[src/design/quaternion_to_euler_angles_defines.svh]
// assertion macros shared by the quaternion to euler angles design
// needs a clk and an active-low rst_n in the scope of each use
`ifndef QUATERNION_TO_EULER_ANGLES_DEFINES_SVH
`define QUATERNION_TO_EULER_ANGLES_DEFINES_SVH
`ifndef ASSERT_OFF
`define QTE_ASSERT(lbl, cond) \
  lbl: assert property (@(posedge clk) disable iff (!rst_n) (cond)) \
    else $error("assertion failed");
`define QTE_ASSERT_IMP(lbl, ante, cons) \
  lbl: assert property (@(posedge clk) disable iff (!rst_n) (ante) |-> (cons)) \
    else $error("assertion failed");
`else
`define QTE_ASSERT(lbl, cond)
`define QTE_ASSERT_IMP(lbl, ante, cons)
`endif
`endif

[src/design/qte_pkg.sv]
// shared types, widths and arctangent table for the quaternion to euler angles design
// no dependencies
package qte_pkg;
  localparam int CORDIC_STAGES_DEF = 16;
  localparam int TABLE_LEN = 24;
  localparam int IN_W = 16;
  localparam int ROLL_W = 16;
  localparam int PITCH_W = 15;
  localparam int YAW_W = 16;
  localparam int OP_W = 32;
  localparam int REM_W = 58;
  localparam int ROOT_W = 29;
  localparam int CX_W = 36;
  localparam int ANG_W = 28;
  localparam logic signed [ANG_W-1:0] HALF_PI_Q24 = 28'sd26353589;
  localparam logic signed [ROLL_W-1:0] PI_LIM_Q13 = 16'sd25736;
  localparam logic signed [ROLL_W-1:0] HALF_PI_LIM_Q13 = 16'sd12868;

  typedef struct packed {
    logic signed [OP_W-1:0] t0;
    logic signed [OP_W-1:0] t1;
    logic signed [OP_W-1:0] t2;
    logic signed [OP_W-1:0] t3;
    logic signed [OP_W-1:0] t4;
  } ops_t;

  typedef struct packed {
    logic signed [CX_W-1:0]  x;
    logic signed [CX_W-1:0]  y;
    logic signed [ANG_W-1:0] z;
    logic                    zero;
  } lane_t;

  typedef struct packed {
    lane_t roll;
    lane_t pitch;
    lane_t yaw;
  } lanes_t;

  // atan(2^-i) in q.24, rounded
  function automatic logic signed [ANG_W-1:0] atan_q24(input int idx);
    logic signed [ANG_W-1:0] a;
    case (idx)
      0: a = 28'sd13176795;
      1: a = 28'sd7778716;
      2: a = 28'sd4110060;
      3: a = 28'sd2086331;
      4: a = 28'sd1047214;
      5: a = 28'sd524117;
      6: a = 28'sd262123;
      7: a = 28'sd131069;
      8: a = 28'sd65536;
      9: a = 28'sd32768;
      10: a = 28'sd16384;
      11: a = 28'sd8192;
      12: a = 28'sd4096;
      13: a = 28'sd2048;
      14: a = 28'sd1024;
      15: a = 28'sd512;
      16: a = 28'sd256;
      17: a = 28'sd128;
      18: a = 28'sd64;
      19: a = 28'sd32;
      20: a = 28'sd16;
      21: a = 28'sd8;
      22: a = 28'sd4;
      23: a = 28'sd2;
      default: a = '0;
    endcase
    return a;
  endfunction
endpackage

[src/design/qte_sqrt_cell.sv]
// one restoring square root cell: settles one result bit per beat
// depends on qte_pkg
module qte_sqrt_cell #(
  parameter int BIT = 0
) (
  input  logic                         clk,
  input  logic                         rst_n,
  input  logic                         ce,
  input  logic                         valid_i,
  input  logic [qte_pkg::REM_W-1:0]    rem_i,
  input  logic [qte_pkg::ROOT_W-1:0]   root_i,
  input  qte_pkg::ops_t                ops_i,
  output logic                         valid_o,
  output logic [qte_pkg::REM_W-1:0]    rem_o,
  output logic [qte_pkg::ROOT_W-1:0]   root_o,
  output qte_pkg::ops_t                ops_o
);
  import qte_pkg::*;

  localparam int CW = REM_W + 2;

  logic [CW-1:0] cand;
  logic          take;
  logic          valid_r;
  logic [REM_W-1:0]  rem_r;
  logic [ROOT_W-1:0] root_r;
  ops_t              ops_r;

  // (2*root + 2^bit) * 2^bit, root has no bits at or below bit yet
  assign cand = (CW'(root_i) << (BIT + 1)) | (CW'(1) << (2 * BIT));
  assign take = CW'(rem_i) >= cand;

  always_ff @(posedge clk) begin
    if (!rst_n) begin
      valid_r <= 1'b0;
    end else if (ce) begin
      valid_r <= valid_i;
    end
  end

  always_ff @(posedge clk) begin
    if (ce) begin
      rem_r  <= take ? REM_W'(CW'(rem_i) - cand) : rem_i;
      root_r <= take ? (root_i | (ROOT_W'(1) << BIT)) : root_i;
      ops_r  <= ops_i;
    end
  end

  assign valid_o = valid_r;
  assign rem_o   = rem_r;
  assign root_o  = root_r;
  assign ops_o   = ops_r;
endmodule

[config.mk]
export PLATFORM = sky130hd
export DESIGN_NAME = qte_sqrt_cell
export DESIGN_NICKNAME = d
export VERILOG_FILES = /design/src/design/quaternion_to_euler_angles_defines.svh /design/src/design/qte_pkg.sv /design/src/design/qte_sqrt_cell.sv
export SDC_FILE = /design/constraint.sdc
export NUM_CORES = 1
export LEC_CHECK = 0
export BUFFER_PORTS_ARGS = -buffer_cell sky130_fd_sc_hd__buf_4
export CORE_AREA = 5 5 189 191
export DETAILED_ROUTE_END_ITERATION = 7
export DIE_AREA = 0 0 194 196
export PLACE_DENSITY = 0.64
export SLEW_MARGIN = 10
export SYNTH_ARGS = -nofsm -noshare
export SYNTH_HDL_FRONTEND = slang
export SYNTH_SLANG_ARGS = --single-unit
[constraint.sdc]
create_clock -name clk -period 3.7 [get_ports clk]
set_clock_uncertainty 0.1 [all_clocks]
set_input_delay 0.74 -clock clk [delete_from_list [all_inputs] [get_ports clk]]
set_output_delay 0.74 -clock clk [all_outputs]
set_load 0.005 [all_outputs]
==> results of run 1 <==
[placed cells by master, fill, tap and decap left out, types with 7 or more instances in the layout]
cell	instances
a21o_1	16
a21oi_1	38
and3_1	8
buf_4	566
clkbuf_16	27
clkinv_2	8
edfxtp_1	247
ha_1	30
inv_1	38
nand2_1	54
nand2b_1	7
nand3_1	16
nand4_1	15
nor2_1	26
nor3_1	20
nor4_1	8
o21ai_0	47
or3_1	8
xnor2_1	24
xor2_1	29
[through the flow]
stage	TNS (ps)	utilization	hold slack, ps	power, mW	instances
2_1_floorplan	0	-	407	3.86	714
3_3_place_gp	-421	0.446	405	4.75	1717
3_5_place_dp	-1070	0.446	418	4.77	1717
4_1_cts	0	0.470	226	7.29	1764
5_1_grt	0	0.470	231	7.49	1768
6_report	0	0.470	264	7.17	1768
[flip-flops by register name, summed over array words and instances, names as in the netlist]
signal / count
root_o: 29
ops_o: 160
rem_o: 58
valid_o: 1
[metal layers]
| layer | wire length [um] | track usage | up-vias |
|---|---|---|---|
| met4 | 1480 | 0.0784 | 4 |
| met2 | 19000 | 0.323 | 336 |
| li1 | - | - | 3863 |
| met5 | 28 | 0 | - |
| met1 | 13900 | 0.210 | 3905 |
| met3 | 2450 | 0.0426 | 66 |
[final timing paths]
kind	to	depth (start not counted)	start
worst min-delay path	ops_o[31]$_DFFE_PP_	1	ops_i[31]
worst max register to register	valid_o$_SDFFE_PN0P_	2	valid_o$_SDFFE_PN0P_
worst max-delay path	rem_o[48]$_DFFE_PP_	12	rem_i[1]
worst min register to register	valid_o$_SDFFE_PN0P_	2	valid_o$_SDFFE_PN0P_
[area by class of cell]
class | instances | area [um2]
Fill cell | 3118 | 18000
Sequential cell | 248 | 7440
Timing Repair Buffer | 569 | 4300
Multi-Input combinational cell | 407 | 2690
Clock buffer | 30 | 687
Tap cell | 455 | 569
Inverter | 38 | 143
Clock inverter | 17 | 116
Antenna cell | 4 | 10.0
[kinds of logic after synthesis]
logic type,Yosys count,synth area share
flip-flops,248,0.718
adder cells (fa/ha/maj),31,0.0382
multiplexers,3,0.00314
buffers and inverters,59,0.0218
XOR/XNOR,53,0.0448
AND/OR/NAND/NOR,187,0.0949
AO/OA/AOI/OAI,133,0.0788
[critical path, cell delays in order]
cell	delay, ps
buf_4	90
inv_1	50
fa_1	450
nand2b_1	180
a21oi_1	220
o2111ai_1	270
o311ai_0	490
nand4b_1	320
a21oi_1	230
buf_4	150
nor3_1	60
xor2_1	140
[where the power goes]
group	internal, mW	switching, mW
logic	0.666	0.559
registers	3.39	0.0763
clock network	1.35	1.13
total	5.40	1.77
==> key figures, run 1 <==
Yosys
  • Most instantiated cells after synthesis: 247 x edfxtp_1, 54 x nand2_1, 47 x o21ai_0
  • Top-count cell post-synth: edfxtp_1
  • Yosys top cell area share: 0.716
  • EDFF count, synth: 247
  • Synth Cell Area: 10,400 um2
  • Netlist cell types: 53
  • Prevailing post-synth register cell: edfxtp_1
  • Yosys warning total: 0
  • Main area contributors after synthesis: edfxtp_1 72%, ha_1 3.6%, xor2_1 2.5%
  • Asr flop ratio synth: 0
  • Register area share after synthesis: 0.718
  • #FFs+latches synth: 248
  • Synth Net Count: 996
  • Syn_area_per_cell: 14.5 um2
  • Synth area leader: edfxtp_1
  • Synth Instances: 714

Placed design
  • Post-DP Area: 15,100 um2
  • GP Congestion: 0.895
  • Pre-CTS setup slack: -136 ps
  • Number of port buffers: 498
  • DP Wirelength: 29,900 um

Global route
  • Vias in the first global route: 8,244
  • Initial antenna violation count: 6
  • Global-route wire length before repair: 52,800 um
  • Overall global routing resource usage: 0.182
  • Leftover overflow at the end of global routing: 0
  • Largest net degree at the start of global routing: 114

Setup path
  • Crit-path max FO: 5
  • Setup CP Type: in -> reg
  • Worst setup SP type: primary input
  • Critical Path RT: 3890 ps
  • Critical Path AT: 3400 ps
  • Setup slack, reg-to-reg: 3000 ps
  • Crit end category: flip-flop

Clocking
  • CTS tree: yes
  • H-tree levels: 1
  • Clk sink count: 248
  • Clock-pin transition on the worst setup and hold timing paths: 60 ps
  • CTS Root Buffer Type: clkbuf_16
  • Cts bufs inserted: 27
  • CTS Buffer Depth: 3
  • Worst skew pair latency: 550 ps
  • Post-cts resize count: 0
  • Hold buffers post-CTS: 0
  • Setup Fix Bufs, Post-CTS: 0

Drt
  • Vias: 8,174
  • Pre-Repair DR Iteration Count: 5
  • Antenna Violating Nets Remaining: 0
  • Initial DRC Count: 438
  • DRC violation count after routing: 0
  • Drt wl/cell: 20.9 um
  • Drt via density: 4.62
  • Routed wire length: 36,900 um

STA
  • RSZ-0062 raised after global routing: no
  • Setup ws final: 485 ps
  • Fin crit period: 3210 ps
  • Worst-Margin Slew: 1020 ps
  • Max-slew violation count: 0
  • Max frequency: 311 MHz
  • Final setup fails: 0
  • Crit share post-route: 0.869
  • Hold Vio Cnt, Final: 0
  • Worst slew margin: 0.321

Power
  • Max VDD drop: 0.351 mV
  • PD cells: 449 nW/um2
  • Leak: 6.76 nW

Hold path
  • Worst Hold Class: in -> reg

Run
  • Max-cap violations: 0

Final layout
  • Layout cells sized above 1: 0.474
  • Fin nets: 1,573
  • Layout area overhead: 54.1%
  • Design area: 16,000 um2

Floorplan
  • Core area: 33,900 um2
  • I/O Pins: 499
  • DIE AREA: 38,000 um2
  • Die Y: 196 um
  • Chip width: 194 um
  • Initial Util: 0.305
  • Row count: 68

Status
  • Status: complete, no violations
(Power assumes the default switching activity.)
==> inputs of run 2 (changes only) <==
Settings changed: ABC_AREA from default to 1, ABC_CLOCK_PERIOD_IN_PS from default to 3500, CORE_AREA 5 5 189 191 to 5 5 193 195, DIE_AREA 0 0 194 196 to 0 0 198 200, PLACE_DENSITY 0.64 to 0.65.
Clock period 3.7 ns to 3.5 ns, I/O delays scaled along.
==> run 2 against run 1 <==
Against the previous run: first-iteration DRC count is 33% higher; synthesized area grew 16%; non-clock buffer count down 54; clock-buffer cell count grew 3; final area grew 8.9%; setup slack better by 390 ps; via count is 25% higher; register-to-register slack worse by 270 ps; synthesized cell count grew 66%; routed wire length up 27%; die area increased by 4.1%; total power up 13%; largest power group unchanged; highest routed layer unchanged.
==> key figures, run 2 <==
Status
  • Status: complete, no violations (unchanged)

STA
  • Hold Vio Cnt, Final: 0 (unchanged)
  • Max-slew violation count: 0 (unchanged)
  • Setup TNS: 0 ps (unchanged)
  • Setup ws final: 873 ps (was 485 ps)
  • RSZ-0062 raised after global routing: no (unchanged)
  • Max frequency: 381 MHz
  • Final setup fails: 0 (unchanged)
  • Worst slew margin: 0.597 (was 0.321)
  • Crit share post-route: 0.751
  • Fin crit period: 2630 ps
  • Hold_ws: 223 ps (was 264 ps)
  • Worst-Margin Slew: 598 ps (was 1020 ps)

Power
  • Share of power burned in combinational logic: 0.180 (was 0.171)
  • P_sw: 2.04 mW (was 1.77 mW)
  • Max VDD drop: 0.389 mV (was 0.351 mV)
  • Power Internal: 6.08 mW (was 5.40 mW)
  • Leak: 7.89 nW (was 6.76 nW)
  • PD cells: 468 nW/um2 (was 449 nW/um2)
  • Sequential power share: 0.451 (was 0.483)
  • Clock power share: 0.369 (was 0.346)
  • Switching part of the total power: 0.251 (was 0.247)

Clocking
  • Cts bufs inserted: 28 (was 27)
  • Hold buffers post-CTS: 0 (unchanged)
  • Worst skew pair latency: 540 ps (was 550 ps)
  • Clock-pin transition on the worst setup and hold timing paths: 60 ps (about the same)
  • CTS Buffer Depth: 3 (unchanged)
  • Post-cts resize count: 0 (unchanged)
  • H-tree levels: 1 (unchanged)
  • Clk sink count: 248 (unchanged)
  • Setup Fix Bufs, Post-CTS: 0 (unchanged)
  • CTS tree: yes (unchanged)
  • CTS Root Buffer Type: clkbuf_16 (unchanged)

Hold path
  • Worst Hold Class: in -> reg (unchanged)
  • Worst hold path cell count: 1 (unchanged)

Setup path
  • Crit-path max FO: 4 (was 5)
  • Critical Path RT: 3830 ps (was 3890 ps)
  • Setup CP Type: in -> reg (unchanged)
  • Critical Path AT: 2950 ps (was 3400 ps)
  • Worst setup SP type: primary input (unchanged)
  • Crit end category: flip-flop (unchanged)
  • CP max stage delay: 420 ps (was 490 ps)
  • Slowest library cell on the worst path: nor2_1 (was o311ai_0)
  • Crit path max-delay family: simple AND/OR/NAND/NOR gates (was compound AO/OA/AOI/OAI gates)
  • Critical path buffer and inverter count: 3 (unchanged)
  • CP cell instances: buf_4 > inv_1 > ha_1 > nand2_1 > nor2_1 > nand2_1 > inv_1 > nand3_1 > nand3b_1 > a21oi_1 > or2_2 > nand2_1 (was buf_4 > inv_1 > fa_1 > nand2b_1 > a21oi_1 > o2111ai_1 > o311ai_0 > nand4b_1 > a21oi_1 > buf_4 > nor3_1 > xor2_1)
  • Worst r2r path cells: 2 (unchanged)
  • CP dominant cell by count: nand2_1
  • Critical Path Stages: 12 (unchanged)

Drt
  • Pre-Repair DR Iteration Count: 5 (unchanged)
  • Drt via density: 4.65 (was 4.62)
  • Initial DRC Count: 581 (was 438)
  • Drt wl/cell: 21.3 um (was 20.9 um)
  • DRC violation count after routing: 0 (unchanged)
  • Routed wire length: 47,000 um (was 36,900 um)
  • Vias: 10,300 (was 8,174)
  • Antenna Violating Nets Remaining: 0 (unchanged)

Global route
  • Vias in the first global route: 10,400 (was 8,244)
  • Leftover overflow at the end of global routing: 0 (unchanged)
  • Initial antenna violation count: 3 (was 6)
  • Overall global routing resource usage: 0.223 (was 0.182)
  • Global-route wire length before repair: 65,700 um (was 52,800 um)
  • Largest net degree at the start of global routing: 76 (was 114)

Floorplan
  • Row count: 69 (was 68)
  • DIE AREA: 39,600 um2 (was 38,000 um2)
  • Initial Util: 0.341 (was 0.305)
  • Die Y: 200 um (was 196 um)
  • I/O Pins: 499 (unchanged)
  • Chip width: 198 um (was 194 um)
  • Core area: 35,200 um2 (was 33,900 um2)

Placed design
  • DP Wirelength: 38,900 um (was 29,900 um)
  • Post-DP Area: 16,400 um2 (was 15,100 um2)
  • Pre-CTS setup slack: 311 ps (was -136 ps)
  • GP Congestion: 0.942 (was 0.895)
  • Number of port buffers: 498 (unchanged)

Final layout
  • ANT cells: 0 (was 4)
  • Fin nets: 2,004 (was 1,573)
  • Design area: 17,400 um2 (was 16,000 um2)
  • Most common cell after layout, fill and taps aside: buf_4 (unchanged)
  • Largest register FFs: 160 (unchanged)
  • Layout area overhead: 44.5% (was 54.1%)
  • # fillers: 3,277 (was 3,118)
  • Layout cells sized above 1: 0.373 (was 0.474)
  • Commonest cells after routing, fill and taps aside: 509 x buf_4, 361 x nand2_1, 247 x edfxtp_1, 184 x inv_1, 100 x nor2_1 (was 566 x buf_4, 247 x edfxtp_1, 54 x nand2_1, 47 x o21ai_0)

Yosys
  • Most instantiated cells after synthesis: 361 x nand2_1, 247 x edfxtp_1, 184 x inv_1 (was 247 x edfxtp_1, 54 x nand2_1, 47 x o21ai_0)
  • Register area share after synthesis: 0.619 (was 0.718)
  • Prevailing post-synth register cell: edfxtp_1 (unchanged)
  • EDFF count, synth: 247 (unchanged)
  • Yosys warning total: 0 (unchanged)
  • Synth area leader: edfxtp_1 (unchanged)
  • Synth Instances: 1,185 (was 714)
  • Synth Cell Area: 12,000 um2 (was 10,400 um2)
  • Top-count cell post-synth: nand2_1 (was edfxtp_1)
  • Synth Net Count: 1,467 (was 996)
  • Main area contributors after synthesis: edfxtp_1 62%, nand2_1 11%, inv_1 5.7% (was edfxtp_1 72%, ha_1 3.6%, xor2_1 2.5%)
  • Yosys top cell area share: 0.617 (was 0.716)
  • Syn_area_per_cell: 10.1 um2 (was 14.5 um2)
  • Netlist cell types: 35 (was 53)
  • #FFs+latches synth: 248 (unchanged)
  • Asr flop ratio synth: 0 (unchanged)

Run
  • Max-cap violations: 0 (unchanged)
[run 2: changes by cell type in the layout (fill, tap and decap cells not counted), sizes merged, moves of 12 or more]
cell | before | now
a21o | 16 | 0
buf | 569 | 515
inv | 39 | 192
nand2 | 54 | 382
nand3 | 16 | 54
nand3b | 0 | 12
nor2 | 27 | 115
o21ai | 47 | 32
xor2 | 29 | 6
[run 2: worst reg2reg max path: stages (launching register included)]
cell	delay [ps]
dfxtp_1	310
o21ai_0	160
a21oi_1	70
[run 2: layer usage]
metal,vias to the layer above,global-route usage,routed length [um]
met5,-,0,34
li1,4950,-,-
met2,408,0.401,23800
met1,4820,0.263,17800
met4,4,0.0796,1760
met3,74,0.0514,3680
[run 2: logic make-up (layout without fill, tap and decap cells)]
group                      count (synthesis)  in the layout  synth area share
and+or+nand+nor                          601            601             0.214
DFF                                      248            248             0.619
buffers and inverters                    200            758            0.0684
AOI/OAI and AO/OA                         77             77            0.0456
adders and majority gates                 31             31            0.0329
xor gates and xnor gates                  28             28            0.0204
[run 2: power groups by stage]
stage               combinational [mW]  sequential (mW)  clock [mW]
CTS                               1.48             3.66        3.09
global route                      1.57             3.68        3.22
detailed placement                1.48             3.72           0
finish                            1.46             3.66        3.00
global placement                  1.47             3.72           0
floorplan                        0.466             3.75           0
[run 2: path summary, 6_finish.rpt]
check                             from                   end  slack (ps)
setup / recovery            root_i[16]   rem_o[37]$_DFFE_PP_         870
hold reg to reg   valid_o$_SDFFE_PN0P_  valid_o$_SDFFE_PN0P_         470
hold / removal              ops_i[138]  ops_o[138]$_DFFE_PP_         220
setup reg to reg  valid_o$_SDFFE_PN0P_  valid_o$_SDFFE_PN0P_        2730
[run 2: area by class of cell]
class | instances | area, um2 | area share
inverter | 192 | 728 | 0.0419
sequential | 248 | 7440 | 0.428
timing repair buffer | 515 | 3940 | 0.227
tap | 461 | 577 | 0.0332
clock buffer | 33 | 741 | 0.0426
clock inverter | 18 | 193 | 0.0111
multi-input combinational | 737 | 3760 | 0.216
[run 2: stage by stage]
step                      utilization  instances  total power, mW
final                           0.493       2204             8.12
after global routing            0.493       2204             8.47
after CTS                       0.493       2204             8.23
after detailed placement        0.467       2153             5.20
after global placement          0.467       2153             5.19
after floorplan                     -       1185             4.21
==> inputs of run 3 (changes only) <==
Settings changed: ABC_CLOCK_PERIOD_IN_PS 3500 to 2400, PLACE_DENSITY 0.65 to 0.68.
Clock period 3.5 ns to 2.4 ns, I/O delays scaled along.
==> run 3 against run 2 <==
Against the previous run: register-to-register slack lost 1100 ps; utilization grew 6.9 points; highest routed layer unchanged; routed wire length is 8.8% higher; setup slack worse by 730 ps; largest cell class unchanged; hold slack got worse by 210 ps; clock-buffer cell count up 3; critical path type unchanged; cell count rose by 12%; die area did not move; first-iteration DRC count increased by 12%.
==> key figures, run 3 (synthesized netlist as in run 2, its figures left out) <==
Setup path
  • Critical Path AT: 2460 ps (was 2950 ps)
  • RR Startpoint: valid_o$_SDFFE_PN0P_ (unchanged)
  • Setup CP Type: in -> reg (unchanged)
  • Slowest library cell on the worst path: ha_1 (was nor2_1)
  • Crit-path max FO: 17 (was 4)
  • RR Endpoint: valid_o$_SDFFE_PN0P_ (unchanged)
  • CP max stage delay: 320 ps (was 420 ps)
  • Crit end category: flip-flop (unchanged)
  • Critical Path RT: 2600 ps (was 3830 ps)
  • Worst r2r path cells: 2 (unchanged)
  • CP cell instances: buf_4 > ha_1 > a21oi_1 > o21ai_1 > nor2_1 > nand3_1 > nor2_2 > nand2_4 > inv_8 > buf_12 > o21ai_2 (was buf_4 > inv_1 > ha_1 > nand2_1 > nor2_1 > nand2_1 > inv_1 > nand3_1 > nand3b_1 > a21oi_1 > or2_2 > nand2_1)
  • Worst setup SP type: primary input (unchanged)
  • Setup slack, reg-to-reg: 1650 ps (was 2730 ps)

Drt
  • Drt wl/cell: 20.7 um (was 21.3 um)
  • Routed wire length: 51,200 um (was 47,000 um)
  • Drt via density: 4.59 (was 4.65)
  • DRC violation count after routing: 0 (unchanged)
  • Vias: 11,400 (was 10,300)
  • Initial DRC Count: 649 (was 581)
  • Pre-Repair DR Iteration Count: 5 (unchanged)
  • Antenna Violating Nets Remaining: 0 (unchanged)

Clocking
  • CTS Root Buffer Type: clkbuf_16 (unchanged)
  • Worst skew pair latency: 530 ps (was 540 ps)
  • CTS tree: yes (unchanged)
  • Setup Fix Bufs, Post-CTS: 0 (unchanged)
  • H-tree levels: 1 (unchanged)
  • Clk sink count: 248 (unchanged)
  • Clock-pin transition on the worst setup and hold timing paths: 60 ps (about the same)
  • CTS Buffer Depth: 3 (unchanged)
  • Cts bufs inserted: 29 (was 28)

STA
  • Fin crit period: 2260 ps
  • Max frequency: 443 MHz
  • RSZ-0062 raised after global routing: no (unchanged)
  • Worst slew margin: 0.708 (was 0.597)
  • Hold Vio Cnt, Final: 0 (unchanged)
  • Setup ws final: 144 ps (was 873 ps)
  • Max-slew violation count: 0 (unchanged)
  • Worst-Margin Slew: 433 ps (was 598 ps)
  • Crit share post-route: 0.940
  • Final setup fails: 0 (unchanged)

Global route
  • Largest net degree at the start of global routing: 52 (was 76)
  • Leftover overflow at the end of global routing: 0 (unchanged)
  • Vias in the first global route: 11,800 (was 10,400)
  • Overall global routing resource usage: 0.246 (was 0.223)
  • Initial antenna violation count: 7 (was 3)
  • Global-route wire length before repair: 73,000 um (was 65,700 um)

Power
  • P_sw: 3.09 mW (was 2.04 mW)
  • Total Power: 12.3 mW (was 8.12 mW)
  • Share of power burned in combinational logic: 0.210 (was 0.180)
  • Power Internal: 9.24 mW (was 6.08 mW)
  • Leak: 9.14 nW (was 7.89 nW)
  • Switching part of the total power: 0.250 (was 0.251)
  • Clock power share: 0.355 (was 0.369)
  • PD cells: 623 nW/um2 (was 468 nW/um2)
  • Max VDD drop: 0.480 mV (was 0.389 mV)
  • Sequential power share: 0.434 (was 0.451)

Floorplan
  • Die Y: 200 um (unchanged)
  • I/O Pins: 499 (unchanged)
  • DIE AREA: 39,600 um2 (unchanged)
  • Core area: 35,200 um2 (unchanged)
  • Initial Util: 0.341 (unchanged)
  • Chip width: 198 um (unchanged)
  • Row count: 69 (unchanged)

Final layout
  • Fin nets: 2,276 (was 2,004)
  • Largest register FFs: 160 (unchanged)
  • Layout cells sized above 1: 0.396 (was 0.373)
  • Commonest cells after routing, fill and taps aside: 651 x buf_4, 358 x nand2_1, 247 x edfxtp_1, 184 x inv_1, 125 x dlygate4sd3_1 (was 509 x buf_4, 361 x nand2_1, 247 x edfxtp_1, 184 x inv_1, 100 x nor2_1)
  • Layout area overhead: 64.6% (was 44.5%)
  • Design area: 19,800 um2 (was 17,400 um2)
  • Most common cell after layout, fill and taps aside: buf_4 (unchanged)

Hold path
  • Worst Hold Class: in -> reg (unchanged)
  • Worst Hold Launch: ops_i[9] (was ops_i[138])
  • Hold Path Sink: ops_o[9]$_DFFE_PP_ (was ops_o[138]$_DFFE_PP_)
  • Worst hold path cell count: 1 (unchanged)

Placed design
  • Post-DP Area: 17,600 um2 (was 16,400 um2)
  • DP Wirelength: 40,900 um (was 38,900 um)
  • GP Congestion: 0.974 (was 0.942)
  • Pre-CTS setup slack: -509 ps (was 311 ps)
  • Number of port buffers: 498 (unchanged)

Status
  • Status: complete, no violations (unchanged)

Run
  • Max-cap violations: 0 (unchanged)
run 3: cell count changes in the layout (fill, tap and decap cells not counted):
cell / delta
dlygate4sd3_1: +125
clkinv_4: -1
nor2_2: +1
nand2_1: -3
buf_12: +4
nor2_1: -1
clkbuf_1: +3
buf_4: +142
clkinv_2: -4
nand2_2: +3
inv_6: +2
diode_2: +3
run 3: area by class of cell:
cell class / instances / area, um2
Inverter: 192 / 728
Tap cell: 461 / 577
Sequential cell: 248 / 7440
Timing Repair Buffer: 786 / 6330
Clock inverter: 15 / 181
Fill cell: 3057 / 15400
Antenna cell: 3 / 7.51
Multi-Input combinational cell: 737 / 3770
Clock buffer: 36 / 752
run 3: critical path: cells and delay by family:
| family | cells | cell delay, ps |
|---|---|---|
| buf+inv | 3 | 470 |
| compound gates | 3 | 520 |
| simple gates | 4 | 670 |
| fa+ha+maj | 1 | 320 |
run 3: through the flow:
step            util  cells  hold slack [ps]  TNS [ps]
6_report       0.562   2478             16.6         0
5_1_grt        0.562   2476         0.000444         0
4_1_cts        0.560   2471          0.00577         0
3_5_place_dp   0.499   2299              449    -19990
3_3_place_gp   0.499   2299              434    -20040
2_1_floorplan      -   1185              425         0
run 3: worst max path at each step:
stage | startpoint | to | slack [ps]
6_report | rem_i[29] | rem_o[23]$_DFFE_PP_ | 140
5_1_grt | rem_i[21] | rem_o[39]$_DFFE_PP_ | 10
4_1_cts | rem_i[18] | rem_o[39]$_DFFE_PP_ | 70
3_5_place_dp | rem_i[18] | rem_o[39]$_DFFE_PP_ | -510
3_3_place_gp | rem_i[18] | rem_o[39]$_DFFE_PP_ | -470
2_1_floorplan | root_i[1] | rem_o[39]$_DFFE_PP_ | 90
run 3: what timing repair did:
item,in CTS,in global routing
hold buffers,121,4
setup endpoints to repair,0,2
resized for setup,0,4
endpoints found under the hold margin,121,4
run 3: power groups by stage:
stage                     clock [mW]  sequential, mW  combinational (mW)
final                           4.38            5.35                2.59
after global routing            4.66            5.38                2.77
after CTS                       4.47            5.35                2.59
after detailed placement           0            5.43                2.41
after global placement             0            5.43                2.39
after floorplan                    0            5.47               0.680
run 3: layer usage:
layer / vias up / track usage / routed length (um)
met5: - / 0 / 46
met4: 8 / 0.0949 / 2360
met3: 98 / 0.0519 / 3640
met2: 424 / 0.436 / 25500
met1: 5354 / 0.293 / 19700
li1: 5487 / - / -
